`src/rgag_pkg.sv`:
```
// rgag_pkg: shared types, widths and register codes of the radial glow alpha generator
// no dependencies
`default_nettype none
package rgag_pkg;

  localparam int MAX_SIZE_DEF        = 1024;
  localparam int ALPHA_FRAC_BITS_DEF = 16;

  localparam int COORD_W        = 10;
  localparam int RADIUS_W       = 11;
  localparam int LEVEL_W        = 16;
  localparam int DIST_FRAC_BITS = 16;
  localparam int OFFSET_W       = 11;
  localparam int SQUARE_W       = 2 * OFFSET_W;
  localparam int SUM_W          = 24;
  localparam int ROOT_W         = SUM_W / 2 + DIST_FRAC_BITS;
  localparam int NUM_W          = RADIUS_W + DIST_FRAC_BITS + 1;
  localparam int PADDR_W        = 5;
  localparam int PDATA_W        = 32;

  typedef enum logic [2:0] {
    REG_IMAGE_SIZE   = 3'd0,
    REG_CORE_RAD     = 3'd1,
    REG_EDGE_RAD     = 3'd2,
    REG_RED_LEVEL    = 3'd3,
    REG_GREEN_LEVEL  = 3'd4,
    REG_BLUE_LEVEL   = 3'd5
  } reg_idx_t;

  typedef struct packed {
    logic                vld;
    logic                full;
    logic                zero;
  } ctl_t;

  typedef struct packed {
    logic [RADIUS_W-1:0] image_size;
    logic [RADIUS_W-1:0] core_rad;
    logic [RADIUS_W-1:0] edge_rad;
    logic [LEVEL_W-1:0]  red_level;
    logic [LEVEL_W-1:0]  green_level;
    logic [LEVEL_W-1:0]  blue_level;
  } cfg_t;

endpackage
`default_nettype wire

```
`src/radial_glow_alpha_generator.sv`:
```
// radial_glow_alpha_generator: glow sprite pixel colour and alpha, fully pipelined
// depends on rgag_pkg, rgag_regs, rgag_sqrt_cell, rgag_div_cell
//
// usage
//   input: a pixel beat (in_pixel_col, in_pixel_row) is taken at a clock edge with
//   start high and busy low. busy is high only during reset, so one beat per cycle.
//   output: each result shows for one cycle with out_valid high; results come in
//   input order. the receiver cannot stall, and the block needs no backpressure.
//   pipeline: the offset, square and sum registers, then the row of square root
//   cells (one root bit each), the numerator register, the row of divider cells
//   (one quotient bit each), and the product and output registers. throughput:
//   one pixel per clock.
//   configuration: apb, registers at byte address 4*index; the user must write them only
//   while idle, the block does not enforce it. reset: synchronous, clears the pipeline
//   valid bits and loads the register defaults (size 256, radii 32 and 128, white colour), no clearing pass.
`default_nettype none
module radial_glow_alpha_generator import rgag_pkg::*; #(
  parameter int MAX_SIZE        = MAX_SIZE_DEF,
  parameter int ALPHA_FRAC_BITS = ALPHA_FRAC_BITS_DEF
) (
  input  wire logic                     clk,
  input  wire logic                     rst_n,
  input  wire logic                     start,
  output logic                          busy,
  input  wire logic [COORD_W-1:0]       in_pixel_col,
  input  wire logic [COORD_W-1:0]       in_pixel_row,
  output logic                          out_valid,
  output logic      [LEVEL_W-1:0]       out_red,
  output logic      [LEVEL_W-1:0]       out_green,
  output logic      [LEVEL_W-1:0]       out_blue,
  output logic      [ALPHA_FRAC_BITS:0] out_alpha,
  input  wire logic                     psel,
  input  wire logic                     penable,
  input  wire logic                     pwrite,
  input  wire logic [PADDR_W-1:0]       paddr,
  input  wire logic [PDATA_W-1:0]       pwdata,
  output logic      [PDATA_W-1:0]       prdata,
  output logic                          pready
);

  localparam int A      = ALPHA_FRAC_BITS;
  localparam int PROD_W = 2 * A + 2;

  cfg_t cfg;

  rgag_regs #(.MAX_SIZE(MAX_SIZE)) u_regs (
    .clk, .rst_n, .psel, .penable, .pwrite, .paddr, .pwdata, .prdata, .pready, .cfg
  );

  assign busy = ~rst_n;

  // radius thresholds and divisor from the registers
  logic [SUM_W-1:0] in2_r, out2_r;
  logic [NUM_W-1:0] den;
  logic [NUM_W-1:0] outer_fx;

  always_ff @(posedge clk) begin
    in2_r  <= (SUM_W'(cfg.core_rad) * SUM_W'(cfg.core_rad)) << 2;
    out2_r <= (SUM_W'(cfg.edge_rad) * SUM_W'(cfg.edge_rad)) << 2;
  end

  assign den      = {RADIUS_W'(cfg.edge_rad - cfg.core_rad),
                     (DIST_FRAC_BITS + 1)'(0)};
  assign outer_fx = {cfg.edge_rad, (DIST_FRAC_BITS + 1)'(0)};

  // front stages: capture, offsets, squares, sum and compare
  logic                  v0_r, v1_r, v2_r;
  logic [COORD_W-1:0]    col_r, row_r;
  logic [OFFSET_W-1:0]   ax_r, ay_r;
  logic [SQUARE_W-1:0]   sx_r, sy_r;
  logic signed [RADIUS_W+1:0] dx, dy;
  logic [SUM_W-1:0]      sum_nxt;
  ctl_t                  c3_r;
  logic [SUM_W-1:0]      sum_r;

  always_comb begin
    dx      = $signed({1'b0, col_r, 1'b0}) - $signed({2'b00, cfg.image_size});
    dy      = $signed({1'b0, row_r, 1'b0}) - $signed({2'b00, cfg.image_size});
    sum_nxt = SUM_W'(sx_r) + SUM_W'(sy_r);
  end

  always_ff @(posedge clk) begin
    if (!rst_n) begin
      v0_r <= 1'b0;
      v1_r <= 1'b0;
      v2_r <= 1'b0;
      c3_r <= '0;
    end else begin
      v0_r      <= start & ~busy;
      v1_r      <= v0_r;
      v2_r      <= v1_r;
      c3_r.vld  <= v2_r;
      c3_r.full <= (sum_nxt <= in2_r);
      c3_r.zero <= (sum_nxt >= out2_r);
    end
  end

  always_ff @(posedge clk) begin
    col_r <= in_pixel_col;
    row_r <= in_pixel_row;
    ax_r  <= dx[RADIUS_W+1] ? OFFSET_W'(-dx) : OFFSET_W'(dx);
    ay_r  <= dy[RADIUS_W+1] ? OFFSET_W'(-dy) : OFFSET_W'(dy);
    sx_r  <= ax_r * ax_r;
    sy_r  <= ay_r * ay_r;
    sum_r <= sum_nxt;
  end

  // square root row
  ctl_t              sq_ctl  [ROOT_W+1];
  logic [SUM_W-1:0]  sq_sum  [ROOT_W+1];
  logic [ROOT_W+1:0] sq_rem  [ROOT_W+1];
  logic [ROOT_W-1:0] sq_root [ROOT_W+1];

  assign sq_ctl[0]  = c3_r;
  assign sq_sum[0]  = sum_r;
  assign sq_rem[0]  = '0;
  assign sq_root[0] = '0;

  genvar g;
  generate
    for (g = 0; g < ROOT_W; g++) begin : g_sqrt
      rgag_sqrt_cell #(.PAIR(ROOT_W - 1 - g)) u_cell (
        .clk, .rst_n,
        .ctl_i(sq_ctl[g]), .sum_i(sq_sum[g]), .rem_i(sq_rem[g]), .root_i(sq_root[g]),
        .ctl_o(sq_ctl[g+1]), .sum_o(sq_sum[g+1]), .rem_o(sq_rem[g+1]),
        .root_o(sq_root[g+1])
      );
    end
  endgenerate

  // numerator stage
  ctl_t             cn_r;
  logic [NUM_W-1:0] num_r;

  always_ff @(posedge clk) begin
    if (!rst_n) begin
      cn_r <= '0;
    end else begin
      cn_r <= sq_ctl[ROOT_W];
    end
  end

  always_ff @(posedge clk) begin
    num_r <= outer_fx - NUM_W'(sq_root[ROOT_W]);
  end

  // divider row
  ctl_t             dv_ctl [A+2];
  logic [NUM_W-1:0] dv_rem [A+2];
  logic [A:0]       dv_quo [A+2];

  assign dv_ctl[0] = cn_r;
  assign dv_rem[0] = num_r;
  assign dv_quo[0] = '0;

  generate
    for (g = 0; g <= A; g++) begin : g_div
      rgag_div_cell #(.ALPHA_FRAC_BITS(A), .FIRST(g == 0)) u_cell (
        .clk, .rst_n,
        .ctl_i(dv_ctl[g]), .den_i(den), .rem_i(dv_rem[g]), .quo_i(dv_quo[g]),
        .ctl_o(dv_ctl[g+1]), .rem_o(dv_rem[g+1]), .quo_o(dv_quo[g+1])
      );
    end
  endgenerate

  // square of the ratio, then rounding and output
  ctl_t              cp_r;
  logic [PROD_W-1:0] prod_r;
  logic [PROD_W-1:0] rounded;
  logic [A:0]        alpha_nxt;
  logic              out_vld_r;
  logic [A:0]        out_alpha_r;

  always_ff @(posedge clk) begin
    if (!rst_n) begin
      cp_r <= '0;
    end else begin
      cp_r <= dv_ctl[A+1];
    end
  end

  always_ff @(posedge clk) begin
    prod_r <= PROD_W'(dv_quo[A+1]) * PROD_W'(dv_quo[A+1]);
  end

  always_comb begin
    rounded = (prod_r + (PROD_W'(1) << (A - 1))) >> A;
    if (cp_r.full) begin
      alpha_nxt = (A+1)'(1) << A;
    end else if (cp_r.zero) begin
      alpha_nxt = '0;
    end else begin
      alpha_nxt = rounded[A:0];
    end
  end

  always_ff @(posedge clk) begin
    if (!rst_n) begin
      out_vld_r <= 1'b0;
    end else begin
      out_vld_r <= cp_r.vld;
    end
  end

  always_ff @(posedge clk) begin
    out_alpha_r <= alpha_nxt;
  end

  assign out_valid = out_vld_r;
  assign out_alpha = out_alpha_r;
  assign out_red   = cfg.red_level;
  assign out_green = cfg.green_level;
  assign out_blue  = cfg.blue_level;

endmodule
`default_nettype wire

```
`src/rgag_regs.sv`:
```
// rgag_regs: apb register file holding sprite size, radii and colour
// depends on rgag_pkg
`default_nettype none
module rgag_regs import rgag_pkg::*; #(
  parameter int MAX_SIZE = MAX_SIZE_DEF
) (
  input  wire logic               clk,
  input  wire logic               rst_n,
  input  wire logic               psel,
  input  wire logic               penable,
  input  wire logic               pwrite,
  input  wire logic [PADDR_W-1:0] paddr,
  input  wire logic [PDATA_W-1:0] pwdata,
  output logic      [PDATA_W-1:0] prdata,
  output logic                    pready,
  output cfg_t                    cfg
);

  cfg_t cfg_r, cfg_nxt;
  logic wr_en;
  logic [RADIUS_W-1:0] size_wr;

  assign pready = 1'b1;
  assign wr_en  = psel & penable & pwrite;
  assign cfg    = cfg_r;

  always_comb begin
    size_wr = pwdata[RADIUS_W-1:0];
    if (int'(pwdata[RADIUS_W-1:0]) > MAX_SIZE) begin
      size_wr = RADIUS_W'(MAX_SIZE);
    end
  end

  always_comb begin
    cfg_nxt = cfg_r;
    if (wr_en) begin
      case (paddr[PADDR_W-1:2])
        REG_IMAGE_SIZE:   cfg_nxt.image_size   = size_wr;
        REG_CORE_RAD:     cfg_nxt.core_rad     = pwdata[RADIUS_W-1:0];
        REG_EDGE_RAD:     cfg_nxt.edge_rad     = pwdata[RADIUS_W-1:0];
        REG_RED_LEVEL:    cfg_nxt.red_level    = pwdata[LEVEL_W-1:0];
        REG_GREEN_LEVEL:  cfg_nxt.green_level  = pwdata[LEVEL_W-1:0];
        REG_BLUE_LEVEL:   cfg_nxt.blue_level   = pwdata[LEVEL_W-1:0];
        default:          cfg_nxt = cfg_r;
      endcase
    end
  end

  always_ff @(posedge clk) begin
    if (!rst_n) begin
      cfg_r.image_size   <= RADIUS_W'(256);
      cfg_r.core_rad     <= RADIUS_W'(32);
      cfg_r.edge_rad     <= RADIUS_W'(128);
      cfg_r.red_level    <= '1;
      cfg_r.green_level  <= '1;
      cfg_r.blue_level   <= '1;
    end else begin
      cfg_r <= cfg_nxt;
    end
  end

  always_comb begin
    case (paddr[PADDR_W-1:2])
      REG_IMAGE_SIZE:   prdata = PDATA_W'(cfg_r.image_size);
      REG_CORE_RAD:     prdata = PDATA_W'(cfg_r.core_rad);
      REG_EDGE_RAD:     prdata = PDATA_W'(cfg_r.edge_rad);
      REG_RED_LEVEL:    prdata = PDATA_W'(cfg_r.red_level);
      REG_GREEN_LEVEL:  prdata = PDATA_W'(cfg_r.green_level);
      REG_BLUE_LEVEL:   prdata = PDATA_W'(cfg_r.blue_level);
      default:          prdata = '0;
    endcase
  end

endmodule
`default_nettype wire

```
`src/rgag_sqrt_cell.sv`:
```
// rgag_sqrt_cell: one root bit of the pipelined square root of the squared distance
// depends on rgag_pkg
`default_nettype none
module rgag_sqrt_cell import rgag_pkg::*; #(
  parameter int PAIR = 0
) (
  input  wire logic              clk,
  input  wire logic              rst_n,
  input  wire ctl_t              ctl_i,
  input  wire logic [SUM_W-1:0]  sum_i,
  input  wire logic [ROOT_W+1:0] rem_i,
  input  wire logic [ROOT_W-1:0] root_i,
  output ctl_t                   ctl_o,
  output logic      [SUM_W-1:0]  sum_o,
  output logic      [ROOT_W+1:0] rem_o,
  output logic      [ROOT_W-1:0] root_o
);

  logic [1:0]        pair_bits;
  logic [ROOT_W+1:0] rem_sh, trial, rem_nxt;
  logic [ROOT_W-1:0] root_nxt;
  logic              ge;
  ctl_t              ctl_r;
  logic [SUM_W-1:0]  sum_r;
  logic [ROOT_W+1:0] rem_r;
  logic [ROOT_W-1:0] root_r;

  // radicand is the sum shifted up by twice the fraction bits
  generate
    if (PAIR >= DIST_FRAC_BITS) begin : g_hi
      assign pair_bits = sum_i[2*(PAIR-DIST_FRAC_BITS)+1 -: 2];
    end else begin : g_lo
      assign pair_bits = 2'b00;
    end
  endgenerate

  always_comb begin
    rem_sh   = {rem_i[ROOT_W-1:0], pair_bits};
    trial    = {root_i, 2'b01};
    ge       = (rem_sh >= trial);
    rem_nxt  = ge ? (rem_sh - trial) : rem_sh;
    root_nxt = {root_i[ROOT_W-2:0], ge};
  end

  always_ff @(posedge clk) begin
    if (!rst_n) begin
      ctl_r <= '0;
    end else begin
      ctl_r <= ctl_i;
    end
  end

  always_ff @(posedge clk) begin
    sum_r  <= sum_i;
    rem_r  <= rem_nxt;
    root_r <= root_nxt;
  end

  assign ctl_o  = ctl_r;
  assign sum_o  = sum_r;
  assign rem_o  = rem_r;
  assign root_o = root_r;

endmodule
`default_nettype wire

```
`src/rgag_div_cell.sv`:
```
// rgag_div_cell: one quotient bit of the pipelined falloff ratio divider
// depends on rgag_pkg
`default_nettype none
module rgag_div_cell import rgag_pkg::*; #(
  parameter int ALPHA_FRAC_BITS = ALPHA_FRAC_BITS_DEF,
  parameter bit FIRST           = 1'b0
) (
  input  wire logic                     clk,
  input  wire logic                     rst_n,
  input  wire ctl_t                     ctl_i,
  input  wire logic [NUM_W-1:0]         den_i,
  input  wire logic [NUM_W-1:0]         rem_i,
  input  wire logic [ALPHA_FRAC_BITS:0] quo_i,
  output ctl_t                          ctl_o,
  output logic      [NUM_W-1:0]         rem_o,
  output logic      [ALPHA_FRAC_BITS:0] quo_o
);

  logic [NUM_W:0]           rem_sh, rem_nxt;
  logic                     ge;
  ctl_t                     ctl_r;
  logic [NUM_W-1:0]         rem_r;
  logic [ALPHA_FRAC_BITS:0] quo_r;

  always_comb begin
    rem_sh  = FIRST ? {1'b0, rem_i} : {rem_i, 1'b0};
    ge      = (rem_sh >= {1'b0, den_i});
    rem_nxt = ge ? (rem_sh - {1'b0, den_i}) : rem_sh;
  end

  always_ff @(posedge clk) begin
    if (!rst_n) begin
      ctl_r <= '0;
    end else begin
      ctl_r <= ctl_i;
    end
  end

  always_ff @(posedge clk) begin
    rem_r <= rem_nxt[NUM_W-1:0];
    quo_r <= {quo_i[ALPHA_FRAC_BITS-1:0], ge};
  end

  assign ctl_o = ctl_r;
  assign rem_o = rem_r;
  assign quo_o = quo_r;

endmodule
`default_nettype wire

```
`config.mk`:
```
export PLATFORM = sky130hd
export DESIGN_NAME = radial_glow_alpha_generator
export DESIGN_NICKNAME = d
export VERILOG_FILES = /design/src/rgag_pkg.sv /design/src/radial_glow_alpha_generator.sv /design/src/rgag_regs.sv /design/src/rgag_sqrt_cell.sv /design/src/rgag_div_cell.sv
export SDC_FILE = /design/constraint.sdc
export NUM_CORES = 2
export LEC_CHECK = 0
export ABC_CLOCK_PERIOD_IN_PS = 8200
export BUFFER_PORTS_ARGS = -buffer_cell sky130_fd_sc_hd__buf_2
export CORE_MARGIN = 4
export CORE_UTILIZATION = 55
export CTS_CLUSTER_DIAMETER = 200
export DETAILED_ROUTE_END_ITERATION = 16
export GPL_TIMING_DRIVEN = 0
export PLACE_DENSITY_LB_ADDON = 0.25
export SLEW_MARGIN = 20
export SYNTH_ARGS = -nofsm -noshare
export SYNTH_HDL_FRONTEND = slang
export SYNTH_SLANG_ARGS = --single-unit
```
`constraint.sdc`:
```
create_clock -name clk -period 8.2 [get_ports clk]
set_input_delay 1.64 -clock clk [delete_from_list [all_inputs] [get_ports clk]]
set_output_delay 1.64 -clock clk [all_outputs]
set_load 0.02 [all_outputs]
```
=== Yosys cells after proc, flatten, opt, wreduce, memory -nomap -nowiden ===
Index checks and enable logic that the tools add are counted.

* Add/subtract/negate cells: 51
* Multiply operators: 5
* Div/mod/pow operators: 0
* $lt $le $gt $ge: 48
* Equality and inequality tests: 5
* Shift-type cells: 0
* Muxes and demuxes: 48
* Bitwise logic cells: 4
* Reduce and logical (&&, ||, !) cells: 8

{| class="wikitable"
|+ Operators with widths
! cell !! count
|-
| 2-to-1 mux 28 bit || 42
|-
| subtractor 28 bit || 18
|-
| greater-or-equal comparator 29 x 28 -> 1 bit || 16
|-
| one-hot mux 16 bit (6 select lines) || 1
|-
| multiplier 11 x 11 -> 22 bit || 4
|-
| adder 33 x 16 -> 33 bit, second input constant || 1
|-
| multiplier 17 x 17 -> 33 bit || 1
|-
| 2-to-1 mux 11 bit || 3
|-
| greater-or-equal comparator 30 x 10 -> 1 bit || 1
|-
| greater-or-equal comparator 30 x 11 -> 1 bit || 1
|-
| greater-or-equal comparator 30 x 12 -> 1 bit || 1
|-
| greater-or-equal comparator 30 x 13 -> 1 bit || 1
|-
| greater-or-equal comparator 30 x 14 -> 1 bit || 1
|-
| greater-or-equal comparator 30 x 15 -> 1 bit || 1
|-
| greater-or-equal comparator 30 x 16 -> 1 bit || 1
|-
| greater-or-equal comparator 30 x 17 -> 1 bit || 1
|-
| greater-or-equal comparator 30 x 18 -> 1 bit || 1
|-
| greater-or-equal comparator 30 x 19 -> 1 bit || 1
|-
| greater-or-equal comparator 30 x 20 -> 1 bit || 1
|-
| greater-or-equal comparator 30 x 21 -> 1 bit || 1
|-
| greater-or-equal comparator 30 x 22 -> 1 bit || 1
|-
| greater-or-equal comparator 30 x 23 -> 1 bit || 1
|-
| greater-or-equal comparator 30 x 24 -> 1 bit || 1
|-
| greater-or-equal comparator 30 x 25 -> 1 bit || 1
|-
| 56 further kinds || 67
|}

* Register bits after elaboration: 2330
* Latch bits: 0
* Memory bits (writable): 0
* Bits in read-only memories: 0
* Input bits: 63
* Output and inout bits: 100
* Logic and storage cells: 466
* Memories kept: 0

=== Depth between registers and ports, before layout ===
* Word-level depth: 3
* Gate-level depth with buffers: 25

=== By module ===
From an unflattened synthesis, not the netlist that was laid out.

* Cell total of the unflattened synthesis: 19935
* Area total of the unflattened synthesis: 185584.2 µm²

{| class="wikitable"
|+ By module, submodules not included
! module !! instances !! cells an instance !! area an instance (µm²) !! seq. area each (µm²)
|-
| rgag_div_cell at g_div[10].u_cell ... || 16 || 339 || 3045.4 || 960.9
|-
| rgag_sqrt_cell at g_sqrt[13].u_cell ... || 13 || 361 || 3508.4 || 1681.6
|-
| rgag_sqrt_cell at g_sqrt[1].u_cell ... || 9 || 384 || 3621.0 || 1701.6
|-
| radial_glow_alpha_generator || 1 || 3136 || 29193.0 || 4444.3
|-
| rgag_sqrt_cell at g_sqrt[0].u_cell ... || 3 || 425 || 3826.2 || 1701.6
|-
| rgag_sqrt_cell at g_sqrt[26].u_cell ... || 2 || 376 || 3679.8 || 1681.6
|-
| rgag_regs || 1 || 433 || 4026.4 || 1621.6
|-
| rgag_sqrt_cell at g_sqrt[12].u_cell || 1 || 402 || 3654.8 || 1681.6
|-
| rgag_div_cell at g_div[0].u_cell || 1 || 364 || 2947.8 || 960.9
|}

=== Worst setup path after synthesis ===
No wires, ideal clock.

* Path kind: register to register
* Start point: register g_div[16].u_cell.quo_r[14]
* End point: register prod_r[32]
* Data arrival time: 6.111 ns
* Slack: 2.015 ns
* Stages on the path, launching flop included: 23
* Buffers on the path: 2
* Period minus slack after synthesis: 6.185 ns
* Path through: dfxtp_1 clkbuf_1 clkbuf_1 nand2_1 inv_1 fa_1 fa_1 fa_1 fa_1 fa_1 inv_1 fa_1 inv_1 ha_1 nor2b_1 o21ai_0 o21ai_0 a311oi_1 o31ai_1 and3_1 o21ai_0 a21oi_1 a31oi_1

* Word-level cells in the longest chain between the ends: 1

{| class="wikitable"
|+ Ends and longest elaborated chain
! what !! line !! RTL
|-
| from (decl) || rgag_div_cell.sv:23 || <nowiki>logic [ALPHA_FRAC_BITS:0] quo_r;</nowiki>
|-
| from (signal assigned) || rgag_div_cell.sv:41 || <nowiki>quo_r <= {quo_i[ALPHA_FRAC_BITS-1:0], ge};</nowiki>
|-
| multiplier 17 x 17 -> 33 bit || radial_glow_alpha_generator.sv:183 || <nowiki>prod_r <= PROD_W'(dv_quo[A+1]) * PROD_W'(dv_quo[A+1]);</nowiki>
|-
| to (signal assigned) || radial_glow_alpha_generator.sv:183 ||
|-
| to (decl) || radial_glow_alpha_generator.sv:168 || <nowiki>logic [PROD_W-1:0] prod_r;</nowiki>
|}

No other way between the ends.
A chain may end at the register's enable or synchronous reset.

=== Final worst setup path ===
* Start point: register g_div[16].u_cell.quo_r[10]
* End point: register prod_r[32]

The elaborated chain is that of the path after synthesis.

==> impl_metrics.yaml <==
place:
  place.gp.congestion: 0.9213
  numPortBuffers: 125
  dp_hpwl_microns: 183500
timing:
  hold_viol: 0
  relSlewSlack: 0.3113
  fmax_mhz: 132.6
  finalMaxSlewViolations: 0
  setup_tns_ns: 0
  skew_ns: 0.07987
  min_period_ns: 7.539
  fin_crit_sh: 0.9194
  setup_viol: 0
  worst_pin_slew_ns: 1.025
  grt_setup_unrepaired: "no"
critical_path:
  worstPathArrival_ns: 8.31
  crit_path_max_fanout: 10
  startpoint_type: "flop"
  required_ns: 8.97
  critPathCaptureType: "flop"
  worstSetupPathType: "reg -> reg"
synthesis:
  synth_async_sr_flop_share: 0
  synth_area_per_cell_sq_um: 9.697
  synth_edf_count: 0
  synth_area_leaders: "dfxtp_1 40%, ha_1 12%, fa_1 8.9%"
  ys.warnings.count: 0
  synth_cell_types: 94
  synth_ff_type: "dfxtp_1"
  yosysTopAreaCell: "dfxtp_1"
  netlist.area_leader.share: 0.3985
  synth-seq-area-share: 0.3985
  ys_ff_latch: 2141
  synth_cells: 11090
  post_synth_instance_area_sq_mm: 0.1076
clock_tree:
  clkTransAtPathRegs_ns: 0.07
  cts_buffers: 212
  clk_latency_ns: 0.86
  cts_buffer_depth: 3
  h-tree-depth: 4
  cts_sinks: 2141
  cts_tree: "done"
  ctsHoldBuffers: 0
  cts_root_buf: "clkbuf_16"
  cts_setup_buffers: 0
  ctsResizeCount: 0
layout:
  mostFrequentLayoutCell: "dfxtp_1"
  multi_input_area_sq_mm: 0.05859
  drive_gt1_frac: 0.07391
  regArea_sq_mm: 0.04286
  fin_nets: 13010
  layout_common_cells: "2141 x dfxtp_1, 1292 x inv_1, 1007 x ha_1"
  fill_cells: 15940
  area_delta_synth_final_pct: 10.85
die:
  rows: 162
  core_area_sq_mm: 0.1948
  die_w_microns: 450.2
  initial_utilization: 0.5522
  dieArea_sq_mm: 0.2027
  io_pins: 163
  die_height_microns: 450.2
detailed_routing:
  drc_errors: 0
  wire_per_inst_microns: 16.59
  dr.pass1.iters: 6
  wirelength_microns: 236600
  viasPerCell: 5.365
  drtIter0Drc: 4191
  ant_nets: 0
  route.vias.total: 76510
global_routing:
  grt-ovfl-total: 0
  grt_max_degree: 25
  antenna_found_initial: 4
  grt_first_pass_wirelength_microns: 390100
  first_global_vias: 79060
  grtUsageTotal: 0.2316
job:
  cap_violations: 0
worst_hold_path:
  hold_class: "reg -> reg"
status:
  status: "completed"
-- cells by family (layout without fill, tap and decap cells) --
logic type                 count (synthesis)  after routing  share of synthesized area
and+or+nand+nor                         2927           2927                     0.1352
adders and majority gates               1484           1484                     0.2059
DFF                                     2141           2141                     0.3985
xor gates and xnor gates                 840            840                    0.06840
muxes                                    244            244                    0.02521
other                                      2             22                 0.00006982
AOI/OAI and AO/OA                       1858           1858                     0.1084
buffers and inverters                   1596           2121                    0.05824
-- final timing paths --
path                            cells past startpoint                   startpoint                     endpoint  slack [ns]
worst max-delay path                               24   g_div[16].u_cell.quo_o[10]                   prod_r[32]        0.66
worst min-delay path                                0  g_sqrt[16].u_cell.root_o[5]  g_sqrt[17].u_cell.root_o[6]        0.28
worst max register to register                     24   g_div[16].u_cell.quo_o[10]                   prod_r[32]        0.66
worst min register to register                      0  g_sqrt[16].u_cell.root_o[5]  g_sqrt[17].u_cell.root_o[6]        0.28
-- metal layers --
layer	routed length, microns	GRT usage
met3	9795	0.03250
met4	8187	0.08409
met2	119200	0.4216
met1	99460	0.2772
met5	0	0
-- cells in the mapped netlist (28+ instances only) --
cell type  count
a21o_1       240
clkbuf_1     201
a21oi_1      585
o21a_1        98
nand2b_1     113
and3_1        46
inv_1       1294
nor3_1       206
nand2_1      782
buf_4         65
fa_1         477
mux2_2       191
nor2_1       659
a31oi_1       39
xnor2_1      529
nand4_1       66
ha_1        1007
a211oi_1      64
o211ai_1      34
nor4_1        88
or2_2         41
nand3b_1      28
o31ai_1       44
nand3_1      208
nor2b_1      107
xor2_1       311
o21bai_1     101
or3_1        106
o21ai_0      424
mux2i_1       50
dfxtp_1     2141
and2_1       342
nand4b_1      30
or4_1         37
-- worst max-delay path, stage by stage, from the launching register on --
cell and delay [ns]:
dfxtp_1 0.61, clkbuf_1 0.58, nand2_1 0.18, fa_1 0.62, inv_1 0.07, fa_1 0.52, inv_1 0.05, fa_1 0.47
inv_1 0.05, fa_1 0.46, fa_1 0.53, inv_1 0.06, fa_1 0.53, inv_1 0.04, ha_1 0.33, a21oi_1 0.14
nor2b_1 0.05, o21ai_0 0.23, o21ai_0 0.18, a311oi_1 0.77, o31ai_1 0.24, and3_1 0.24, o21ai_0 0.28, a21oi_1 0.11
a31oi_1 0.15
-- flip-flops by register name (all words and copies together) (netlist names), 20 cells and up, named ones only --
signal,count
g_div.u_cell.ctl_o,51
g_div.u_cell.quo_o,153
g_div.u_cell.rem_o,328
g_sqrt.u_cell.ctl_o,84
g_sqrt.u_cell.rem_o,694
g_sqrt.u_cell.root_o,406
g_sqrt.u_cell.sum_o,121
in2_r,21
num_r,28
out2_r,21
sum_r,22
sx_r,20
sy_r,21
u_regs.cfg,81
-- cell type report --
cell class,count,area share
well taps,2624,0.02754
clock buffers,285,0.05085
diodes,1,0.00002099
inverters,1303,0.04102
plain buffers,293,0.01152
repair buffers,137,0.007104
multi-input cells,7374,0.4914
clock inverters,103,0.01106
flip-flops and latches,2141,0.3595
-- per-stage QoR --
stage | area, sq um | utilization | setup slack (ns) | hold slack (ns) | instances
4_1_cts | 119200 | 0.6121 | 0.6142 | 0.2778 | 14260
5_1_grt | 119200 | 0.6121 | 0.2936 | 0.2823 | 14260
6_report | 119200 | 0.6121 | 0.6613 | 0.2821 | 14260
3_3_place_gp | 111500 | 0.5726 | 0.1052 | 0.3099 | 13860
3_5_place_dp | 111800 | 0.5742 | 0.6785 | 0.3121 | 13870
2_1_floorplan | 107600 | - | 2.015 | 0.3096 | 11110
Power is not shown: default switching activity piles up to over one toggle a cycle in this logic, so the estimate is an artifact.
